--- src/rtl/core/b2da_pkg.sv ---
// ----------------------------------------------------------------------------
// b2da_pkg
// Types and constants of the binary to decimal ASCII converter.
// ----------------------------------------------------------------------------
`default_nettype none

package b2da_pkg;

    localparam int MAX_DIGITS_DEF = 16;
    localparam int VALUE_BITS_DEF = 32;
    localparam int BITS_PER_STAGE = 8;
    localparam int COUNT_W        = 5;
    localparam int DIGIT_W        = 6;
    localparam logic [3:0] DD_THRESH = 4'd5;
    localparam logic [3:0] DD_ADJUST = 4'd3;
    localparam logic [DIGIT_W-1:0] ASCII_ZERO = 6'h30;

    typedef struct packed {
        logic               vld;
        logic [COUNT_W-1:0] cnt;
    } t_ctl;

endpackage

`default_nettype wire

--- src/rtl/core/b2da_dd_stage.sv ---
// ----------------------------------------------------------------------------
// b2da_dd_stage
// One pipeline stage of shift-and-add-3 conversion, a byte of bits per stage.
// ----------------------------------------------------------------------------
`default_nettype none

module b2da_dd_stage #(
    parameter int BCD_DIGITS = 10,
    parameter int VAL_W      = 32
) (
    input  wire logic                    i_clk,
    input  wire logic                    i_rst_n,
    input  wire logic                    i_adv,
    input  wire b2da_pkg::t_ctl          i_ctl,
    input  wire logic [BCD_DIGITS*4-1:0] i_bcd,
    input  wire logic [VAL_W-1:0]        i_val,
    output b2da_pkg::t_ctl               o_ctl,
    output logic [BCD_DIGITS*4-1:0]      o_bcd,
    output logic [VAL_W-1:0]             o_val
);
    import b2da_pkg::*;

    logic                    r_vld;
    logic [COUNT_W-1:0]      r_cnt;
    logic [BCD_DIGITS*4-1:0] r_bcd;
    logic [VAL_W-1:0]        r_val;
    logic [BCD_DIGITS*4-1:0] n_bcd;
    logic [VAL_W-1:0]        n_val;

    always_comb begin
        n_bcd = i_bcd;
        n_val = i_val;
        for (int b = 0; b < BITS_PER_STAGE; b++) begin
            for (int d = 0; d < BCD_DIGITS; d++) begin
                if (n_bcd[d*4 +: 4] >= DD_THRESH) begin
                    n_bcd[d*4 +: 4] = n_bcd[d*4 +: 4] + DD_ADJUST;
                end
            end
            n_bcd = {n_bcd[BCD_DIGITS*4-2:0], n_val[VAL_W-1]};
            n_val = {n_val[VAL_W-2:0], 1'b0};
        end
    end

    always_ff @(posedge i_clk) begin
        if (!i_rst_n) begin
            r_vld <= 1'b0;
        end else if (i_adv) begin
            r_vld <= i_ctl.vld;
        end
    end

    always_ff @(posedge i_clk) begin
        if (i_adv) begin
            r_cnt <= i_ctl.cnt;
            r_bcd <= n_bcd;
            r_val <= n_val;
        end
    end

    assign o_ctl.vld = r_vld;
    assign o_ctl.cnt = r_cnt;
    assign o_bcd     = r_bcd;
    assign o_val     = r_val;

endmodule

`default_nettype wire

--- src/rtl/core/b2da_emit.sv ---
// ----------------------------------------------------------------------------
// b2da_emit
// Digit sequencer: sends the requested digits, most significant first.
// ----------------------------------------------------------------------------
`default_nettype none

module b2da_emit #(
    parameter int BCD_DIGITS = 10,
    parameter int MAX_DIGITS = 16
) (
    input  wire logic                    i_clk,
    input  wire logic                    i_rst_n,
    input  wire logic                    i_stall,
    input  wire b2da_pkg::t_ctl          i_ctl,
    input  wire logic [BCD_DIGITS*4-1:0] i_bcd,
    output logic                         o_adv,
    output logic                         o_valid,
    output logic [b2da_pkg::DIGIT_W-1:0] o_ascii_digit,
    output logic                         o_last_digit
);
    import b2da_pkg::*;

    localparam int PW = $clog2(MAX_DIGITS + 1);

    logic                    r_busy;
    logic [PW-1:0]           r_pos;
    logic [BCD_DIGITS*4-1:0] r_bcd;
    logic [COUNT_W-1:0]      cnt_sat;
    logic                    at_last;
    logic                    load_ok;
    logic                    load;
    logic [3:0]              digit;

    assign cnt_sat = (i_ctl.cnt > COUNT_W'(MAX_DIGITS)) ? COUNT_W'(MAX_DIGITS) : i_ctl.cnt;
    assign at_last = (r_pos == '0);
    assign load_ok = !r_busy || (!i_stall && at_last);
    assign load    = i_ctl.vld && load_ok && (cnt_sat != '0);
    assign o_adv   = !i_ctl.vld || load_ok;

    always_ff @(posedge i_clk) begin
        if (!i_rst_n) begin
            r_busy <= 1'b0;
        end else if (load) begin
            r_busy <= 1'b1;
        end else if (r_busy && !i_stall && at_last) begin
            r_busy <= 1'b0;
        end
    end

    always_ff @(posedge i_clk) begin
        if (load) begin
            r_pos <= PW'(cnt_sat - COUNT_W'(1));
            r_bcd <= i_bcd;
        end else if (r_busy && !i_stall) begin
            r_pos <= r_pos - PW'(1);
        end
    end

    // positions above the converted width read as zero
    always_comb begin
        digit = '0;
        for (int i = 0; i < BCD_DIGITS; i++) begin
            if (32'(r_pos) == i) begin
                digit = r_bcd[i*4 +: 4];
            end
        end
    end

    assign o_valid       = r_busy;
    assign o_ascii_digit = ASCII_ZERO | {2'b00, digit};
    assign o_last_digit  = at_last;

endmodule

`default_nettype wire

--- src/rtl/core/binary_to_decimal_ascii.sv ---
// ----------------------------------------------------------------------------
// binary_to_decimal_ascii
// Unsigned binary to ASCII decimal digits, most significant digit first.
//
// Input channel i_valid/o_stall carries i_value and i_digit_count. Output
// channel o_valid/i_stall carries one digit per item, o_last_digit on the
// least significant one. A count of zero gives no digits; a count above
// MAX_DIGITS is treated as MAX_DIGITS; positions beyond the value give '0'.
// Conversion is a pipeline of ceil(VALUE_BITS/8) shift-and-add-3 stages
// (4 at 32 bits), one input bit each step, eight steps per stage.
// An accepted item passes through every stage register before the sequencer
// loads it. The digit sequencer sends one digit per cycle when the receiver
// does not stall, and loads the next item as it sends the current last digit.
// Receiver stall holds the current digit and backs up the pipeline
// into o_stall. Synchronous reset empties all stages and the sequencer.
// ----------------------------------------------------------------------------
`default_nettype none

module binary_to_decimal_ascii #(
    parameter int MAX_DIGITS = b2da_pkg::MAX_DIGITS_DEF,
    parameter int VALUE_BITS = b2da_pkg::VALUE_BITS_DEF
) (
    input  wire logic                    i_clk,
    input  wire logic                    i_rst_n,
    input  wire logic                    i_valid,
    output logic                         o_stall,
    input  wire logic [VALUE_BITS-1:0]   i_value,
    input  wire logic [b2da_pkg::COUNT_W-1:0] i_digit_count,
    output logic                         o_valid,
    input  wire logic                    i_stall,
    output logic [b2da_pkg::DIGIT_W-1:0] o_ascii_digit,
    output logic                         o_last_digit
);
    import b2da_pkg::*;

    localparam int NSTG       = (VALUE_BITS + BITS_PER_STAGE - 1) / BITS_PER_STAGE;
    localparam int VAL_W      = NSTG * BITS_PER_STAGE;
    localparam int BCD_DIGITS = (VALUE_BITS * 3) / 10 + 1;

    t_ctl                    ctl [NSTG+1];
    logic [BCD_DIGITS*4-1:0] bcd [NSTG+1];
    logic [VAL_W-1:0]        val [NSTG+1];
    logic                    adv;

    assign ctl[0].vld = i_valid;
    assign ctl[0].cnt = i_digit_count;
    assign bcd[0]     = '0;
    assign val[0]     = VAL_W'(i_value);
    assign o_stall    = !adv;

    for (genvar s = 0; s < NSTG; s++) begin : g_stage
        b2da_dd_stage #(
            .BCD_DIGITS (BCD_DIGITS),
            .VAL_W      (VAL_W)
        ) u_stage (
            .i_clk   (i_clk),
            .i_rst_n (i_rst_n),
            .i_adv   (adv),
            .i_ctl   (ctl[s]),
            .i_bcd   (bcd[s]),
            .i_val   (val[s]),
            .o_ctl   (ctl[s+1]),
            .o_bcd   (bcd[s+1]),
            .o_val   (val[s+1])
        );
    end

    b2da_emit #(
        .BCD_DIGITS (BCD_DIGITS),
        .MAX_DIGITS (MAX_DIGITS)
    ) u_emit (
        .i_clk         (i_clk),
        .i_rst_n       (i_rst_n),
        .i_stall       (i_stall),
        .i_ctl         (ctl[NSTG]),
        .i_bcd         (bcd[NSTG]),
        .o_adv         (adv),
        .o_valid       (o_valid),
        .o_ascii_digit (o_ascii_digit),
        .o_last_digit  (o_last_digit)
    );

endmodule

`default_nettype wire

--- config.mk ---
export PLATFORM = sky130hd
export DESIGN_NAME = binary_to_decimal_ascii
export DESIGN_NICKNAME = d
export VERILOG_FILES = /design/src/rtl/core/b2da_pkg.sv /design/src/rtl/core/b2da_dd_stage.sv /design/src/rtl/core/b2da_emit.sv /design/src/rtl/core/binary_to_decimal_ascii.sv
export SDC_FILE = /design/constraint.sdc
export NUM_CORES = 1
export LEC_CHECK = 0
export ABC_AREA = 1
export BUFFER_PORTS_ARGS = -buffer_cell sky130_fd_sc_hd__buf_2
export CAP_MARGIN = 20
export CORE_AREA = 10 10 290 292
export CTS_CLUSTER_SIZE = 40
export DETAILED_ROUTE_END_ITERATION = 8
export DIE_AREA = 0 0 300 302
export PLACE_DENSITY = 0.41
export SETUP_SLACK_MARGIN = 0.4
export SYNTH_ARGS = -nofsm -noshare
export SYNTH_HDL_FRONTEND = slang
export SYNTH_SLANG_ARGS = --single-unit
export TNS_END_PERCENT = 10
--- constraint.sdc ---
create_clock -name i_clk -period 17.5 [get_ports i_clk]
set_clock_uncertainty 0.15 [all_clocks]
set_input_delay 0.875 -clock i_clk [delete_from_list [all_inputs] [get_ports i_clk]]
set_output_delay 0.875 -clock i_clk [all_outputs]
set_load 0.005 [all_outputs]
Yosys cells after proc, flatten, opt, wreduce, memory -nomap -nowiden
Cells that the tools add are included.
{"block": "word_totals", "ff_bits": 266, "in_bits": 41, "word_cells": 856}
{"block": "op_classes", "addsub": 267, "magnitude_cmp": 266, "eq_ne": 9, "mux": 280, "n_reduce_logical": 15}
{"op": "$ge 4x3->1 const B", "n": 255}
{"op": "$mux 4", "n": 252}
{"op": "$add 4x2->4 const B", "n": 234}
{"op": "$mux 3", "n": 22}
{"op": "$add 3x2->3 const B", "n": 21}
{"op": "$add 1x2->3 const B", "n": 9}
{"op": "$ge 1x3->1 const B", "n": 9}
{"op": "$eq 5x3->1 const B", "n": 4}
{"op": "$mux 5", "n": 3}
{"op": "$eq 5x2->1 const B", "n": 2}
{"op": "$eq 5x4->1 const B", "n": 2}
{"op": "$sub 5x1->5 const B", "n": 2}
{"op": "$eq 5x1->1 const B", "n": 1}
{"op": "$gt 5x5->1 const B", "n": 1}
{"op": "$logic_and 1x1->1", "n": 5}
{"op": "$logic_not 5->1", "n": 1}
{"op": "$reduce_bool 5->1", "n": 1}
{"op": "$logic_not 1->1", "n": 4}
{"op": "$reduce_bool 2->1", "n": 2}
{"op": "$add 1x2->3 const AB", "n": 1}
{"op": "$ge 1x3->1 const AB", "n": 1}
{"op": "$mux 1", "n": 3}
{"op": "$logic_or 1x1->1", "n": 2}

Logic depth before layout (Yosys ltp)
{"block": "logic_depth", "word_depth": 16, "ltp_mapped": 48, "ltp_nobuf": 48}

Modules after synthesis
A second synthesis with hierarchy kept.
{"block": "hier_totals", "hier_cells": 6720, "hier_area_um2": 43609.3}
{"mod": "b2da_dd_stage", "n_inst": 4, "cells_each": 1621, "area_per_inst_um2": 10323.7}
{"mod": "b2da_emit", "n_inst": 1, "cells_each": 234, "area_per_inst_um2": 2307.2}
{"mod": "binary_to_decimal_ascii", "n_inst": 1, "cells_each": 2, "area_per_inst_um2": 7.5}

Least setup slack after synthesis
OpenSTA, ideal clock, no wires.
{"block": "synth_path", "path_kind": "input to output", "startpoint": "in i_stall", "endpoint": "out o_stall", "t_arrival_ns": 6.062, "t_required_ns": 16.475, "path_slack_ns": 10.413, "cell_stages": 3, "cell_sequence": "or2_2 nand3_1 inv_1"}
{"block": "synth_between", "elab_chain_cells": 5}
{"element": "start: declaration", "line_no": "binary_to_decimal_ascii.sv:30", "source": "input wire logic i_stall,"}
{"element": "$logic_not 1->1", "line_no": "b2da_emit.sv:36", "source": "assign load_ok = !r_busy || (!i_stall && at_last);"}
{"element": "$logic_and 1x1->1", "line_no": "b2da_emit.sv:36"}
{"element": "$logic_or 1x1->1", "line_no": "b2da_emit.sv:36"}
{"element": "$logic_or 1x1->1", "line_no": "b2da_emit.sv:38", "source": "assign o_adv = !i_ctl.vld || load_ok;"}
{"element": "$logic_not 1->1", "line_no": "binary_to_decimal_ascii.sv:49", "source": "assign o_stall = !adv;"}
{"element": "end: declaration", "line_no": "binary_to_decimal_ascii.sv:26", "source": "output logic o_stall,"}
Every way passes these cells.

Worst setup path after layout
{"block": "layout_path", "startpoint": "reg g_stage[2].u_stage.r_bcd[12]", "endpoint": "reg g_stage[3].u_stage.r_bcd[18] (data pin)"}
{"block": "layout_between", "elab_chain_cells": 16, "word_cells_on_any_way": 42}
{"element": "start: declaration", "line_no": "b2da_dd_stage.sv:25", "source": "logic [BCD_DIGITS*4-1:0] r_bcd;"}
{"element": "start signal: assignment", "line_no": "b2da_dd_stage.sv:55", "source": "r_bcd <= n_bcd;"}
{"element": "$add 4x2->4 or $ge 4x3->1 (tied branches)", "line_no": "b2da_dd_stage.sv:36, b2da_dd_stage.sv:35"}
{"element": "$mux 4 (*)", "line_no": "b2da_dd_stage.sv:35", "source": "if (n_bcd[d*4 +: 4] >= DD_THRESH) begin"}
{"element": "$add 4x2->4 or $ge 4x3->1 (tied branches)", "line_no": "b2da_dd_stage.sv:36, b2da_dd_stage.sv:35"}
{"element": "$mux 4", "line_no": "b2da_dd_stage.sv:35"}
{"element": "$add 4x2->4 or $ge 4x3->1 (tied branches)", "line_no": "b2da_dd_stage.sv:36, b2da_dd_stage.sv:35"}
{"element": "$mux 4", "line_no": "b2da_dd_stage.sv:35"}
{"element": "$ge 4x3->1 or $add 4x2->4 (tied branches)", "line_no": "b2da_dd_stage.sv:35, b2da_dd_stage.sv:36"}
{"element": "$mux 4", "line_no": "b2da_dd_stage.sv:35"}
{"element": "$add 4x2->4 or $ge 4x3->1 (tied branches)", "line_no": "b2da_dd_stage.sv:36, b2da_dd_stage.sv:35"}
{"element": "$mux 4", "line_no": "b2da_dd_stage.sv:35"}
{"element": "$add 4x2->4 or $ge 4x3->1 (tied branches)", "line_no": "b2da_dd_stage.sv:36, b2da_dd_stage.sv:35"}
{"element": "$mux 4", "line_no": "b2da_dd_stage.sv:35"}
{"element": "$add 4x2->4 or $ge 4x3->1 (tied branches)", "line_no": "b2da_dd_stage.sv:36, b2da_dd_stage.sv:35"}
{"element": "$mux 4", "line_no": "b2da_dd_stage.sv:35"}
{"element": "$add 4x2->4 or $ge 4x3->1 (tied branches)", "line_no": "b2da_dd_stage.sv:36, b2da_dd_stage.sv:35"}
{"element": "$mux 4 (*)", "line_no": "b2da_dd_stage.sv:35"}
{"element": "net g_stage[3].u_stage.n_bcd[18]", "line_no": "b2da_dd_stage.sv:27", "source": "logic [BCD_DIGITS*4-1:0] n_bcd;"}
{"element": "end signal: assignment", "line_no": "b2da_dd_stage.sv:55"}
{"element": "end: declaration", "line_no": "b2da_dd_stage.sv:25"}
Mark *: on every way through the listed nets, which the timed path passes. The rest lies on a longest branch.
A chain may end at the register's enable or synchronous reset.

==> results.py <==
metrics = {
    "status": {
        "outcome": "completed",
    },
    "yosys": {
        "seq_area_frac_synth_pct": 28.1,
        "async_flop_share_pct": 0,
        "avgSynthCellArea_sq_um": 7.05,
        "yosysMostFrequentCell": "nand2_1",
        "synthDistinctLibCells": 52,
        "synth_area_sq_um": 23300,
        "synth_top_area_share_pct": 27.7,
        "synth.largest_area_cell": "edfxtp_1",
        "synth_edf_count": 215,
        "ys_ff_latch": 220,
        "syn_inst": 3309,
        "synth_flop_cell": "edfxtp_1",
        "yosys_warnings": 0,
        "synth.area.top_cells": "edfxtp_1 (28%), nand2_1 (17%), inv_1 (8.7%), ha_1 (8.0%), nand3_1 (7.1%)",
        "netlist_top_cells_count": "nand2_1 (1072), inv_1 (542), nand3_1 (330)",
    },
    "cts": {
        "path_clk_slew_ns": 0.06,
        "clock_path_buffers": 3,
        "clock_sinks": 220,
        "cts_hold_buf": 0,
        "cts_max_level": 1,
        "insertion_delay_ns": 0.60,
        "cts_made_buffers": 30,
        "post-cts-setup-buffers": 0,
        "cts-root-buf": "clkbuf_16",
        "tritoncts": "built",
        "cts_resized": 0,
    },
    "detailed_routing": {
        "routedWlPerCell_um": 9.50,
        "ant_nets": 0,
        "drtPass1Iterations": 4,
        "routed_wl_mm": 42.4,
        "drc": 0,
        "num_vias": 19500,
        "initialDrtViolationCount": 671,
        "routed_via_density": 4.36,
    },
    "setup_path": {
        "worstSetupPathType": "reg -> reg",
        "reg2reg_depth": 43,
        "cp_common_cell": "nand2_1",
        "crit_buf_inv": 5,
        "end_kind": "flip-flop",
        "critPathSlowestCell": "edfxtp_1",
        "arrival_ns": 6.16,
        "critPathLaunchType": "flip-flop",
        "worst-path-max-fanout": 4,
        "critical_path.top_delay_family": "simple AND/OR/NAND/NOR gates",
        "r2r_slack_ns": 11.54,
        "r2r-start": "g_stage[2].u_stage.o_bcd[12]",
        "cp_data_required_time_ns": 17.70,
        "rr_endpoint": "g_stage[3].u_stage.o_bcd[18]",
        "cp_slowest_stage_delay_ns": 0.41,
    },
    "finish": {
        "drive_gt1_share_pct": 16.9,
        "synthToLayoutAreaGrowth_pct": 11.1,
        "nNetsFinal": 3582,
        "fillers": 8492,
        "antenna_cells": 0,
        "fin_cells": 4465,
    },
    "timing": {
        "rsz0062_at_grt": "false",
        "tns_ns": 0,
        "min_period_ns": 5.96,
        "fmaxAchievable_mhz": 168,
        "hold_viol": 0,
        "slew-limit-headroom_pct": 36.7,
        "report.final.slew_viol_count": 0,
        "worst_slew_pin_slew_ns": 0.949,
        "finalCritPeriodShare_pct": 34.0,
        "setup_violations": 0,
    },
    "floorplanning": {
        "io-pin-count": 50,
        "die_y_um": 302,
        "core_sq_um": 78400,
        "dieArea_sq_um": 90600,
        "start_util_pct": 29.8,
        "die_w_um": 300,
        "rows": 103,
    },
    "hold_path": {
        "hold_depth": 0,
        "hp-start": "g_stage[3].u_stage.o_bcd[28]",
        "min_to": "u_emit.r_bcd[28]",
        "hp-class": "reg -> reg",
    },
    "global_route": {
        "grt-ovfl-total": 0,
        "grt_max_degree": 70,
        "grt_pass1_vias": 18200,
        "antenna_found_initial": 0,
        "grt_pass1_wl_mm": 77.6,
        "track_usage_pct": 9.40,
    },
    "place": {
        "hpwl_mm": 34.3,
        "dp_cells": 4409,
        "gp_congestion": 0.739,
        "numPortBuffers": 47,
    },
    "run": {
        "maxCapViolCount": 0,
    },
}
## metal layers
metal	vias up	wire length, um	track usage, %
li1	11000	-	-
met4	0	914	2.23
met2	90	18500	15.9
met1	8321	22000	12.5
met3	40	979	1.32
met5	-	0	0
## layout by cell type, fill, tap and decap left out, types with 31 or more instances in the layout
master / count
o21ai_2: 34
xor2_1: 51
inv_1: 542
and2_1: 34
buf_2: 47
nand3_2: 106
a21o_1: 32
nand2_1: 1072
nand4_1: 149
edfxtp_1: 215
nor2_1: 53
nand3_1: 329
o21ai_0: 59
ha_1: 150
nand2_4: 31
nand2_2: 203
inv_2: 31
a21oi_1: 47
## layout make-up
cell class                 instances  area [sq um]  area share [%]
tap                             1050          1310            5.07
multi-input combinational       2510         14600            56.3
timing repair buffer              51           265            1.02
clock inverter                    23           256           0.989
sequential                       220          6560            25.3
inverter                         578          2170            8.38
clock buffer                      33           762            2.94
## worst max path at each step
| stage | start | endpoint | slack (ns) | depth (start not counted) |
|---|---|---|---|---|
| 2_1_floorplan | i_stall | o_stall | 10.41 | 3 |
| 3_3_place_gp | g_stage[1].u_stage.o_bcd[4] | g_stage[2].u_stage.o_bcd[5] | 11.51 | 45 |
| 3_5_place_dp | g_stage[2].u_stage.o_bcd[12] | g_stage[3].u_stage.o_bcd[17] | 11.52 | 43 |
| 4_1_cts | g_stage[2].u_stage.o_bcd[12] | g_stage[3].u_stage.o_bcd[18] | 11.50 | 43 |
| 5_1_grt | g_stage[2].u_stage.o_bcd[24] | g_stage[3].u_stage.o_bcd[37] | 10.84 | 39 |
| 6_report | g_stage[2].u_stage.o_bcd[12] | g_stage[3].u_stage.o_bcd[18] | 11.54 | 43 |
## logic make-up after synthesis
kind of cell             Yosys count  share of synthesized area [%]
AO/OA/AOI/OAI                    251                           7.19
XOR/XNOR                          81                           3.81
adder cells (fa/ha/maj)          150                           8.04
buffers and inverters            580                           9.38
flip-flops                       220                           28.1
multiplexers                       3                          0.129
other                              1                         0.0161
AND/OR/NAND/NOR                 2023                           43.3
## stage by stage
step	area [sq um]	worst slack, ns	utilization (%)	hold WS (ns)
after floorplan	23300	10.41	-	0.250
after global placement	24900	11.51	31.8	0.252
after detailed placement	24900	11.52	31.8	0.255
after CTS	25900	11.50	33.1	0.239
after global routing	25900	10.84	33.1	0.254
final	25900	11.54	33.1	0.262
## worst register-to-register path, delay by kind of cell (launching register included)
family	cells	cell delay (ns)
flip-flops	1	0.41
buffers and inverters	5	0.36
AND/OR/NAND/NOR	31	3.55
adder cells (fa/ha/maj)	7	1.25
## sequential cells by signal (all words and copies together) (netlist names)
register / cells
g_stage.u_stage.o_bcd: 102
g_stage.u_stage.r_cnt: 20
u_emit.r_bcd: 40
u_emit.o_valid: 1
u_emit.r_pos: 5
g_stage.u_stage.o_val: 48
g_stage.u_stage.r_vld: 4
Power is not shown: default switching activity piles up to over one toggle a cycle in this logic, so the estimate is an artifact.
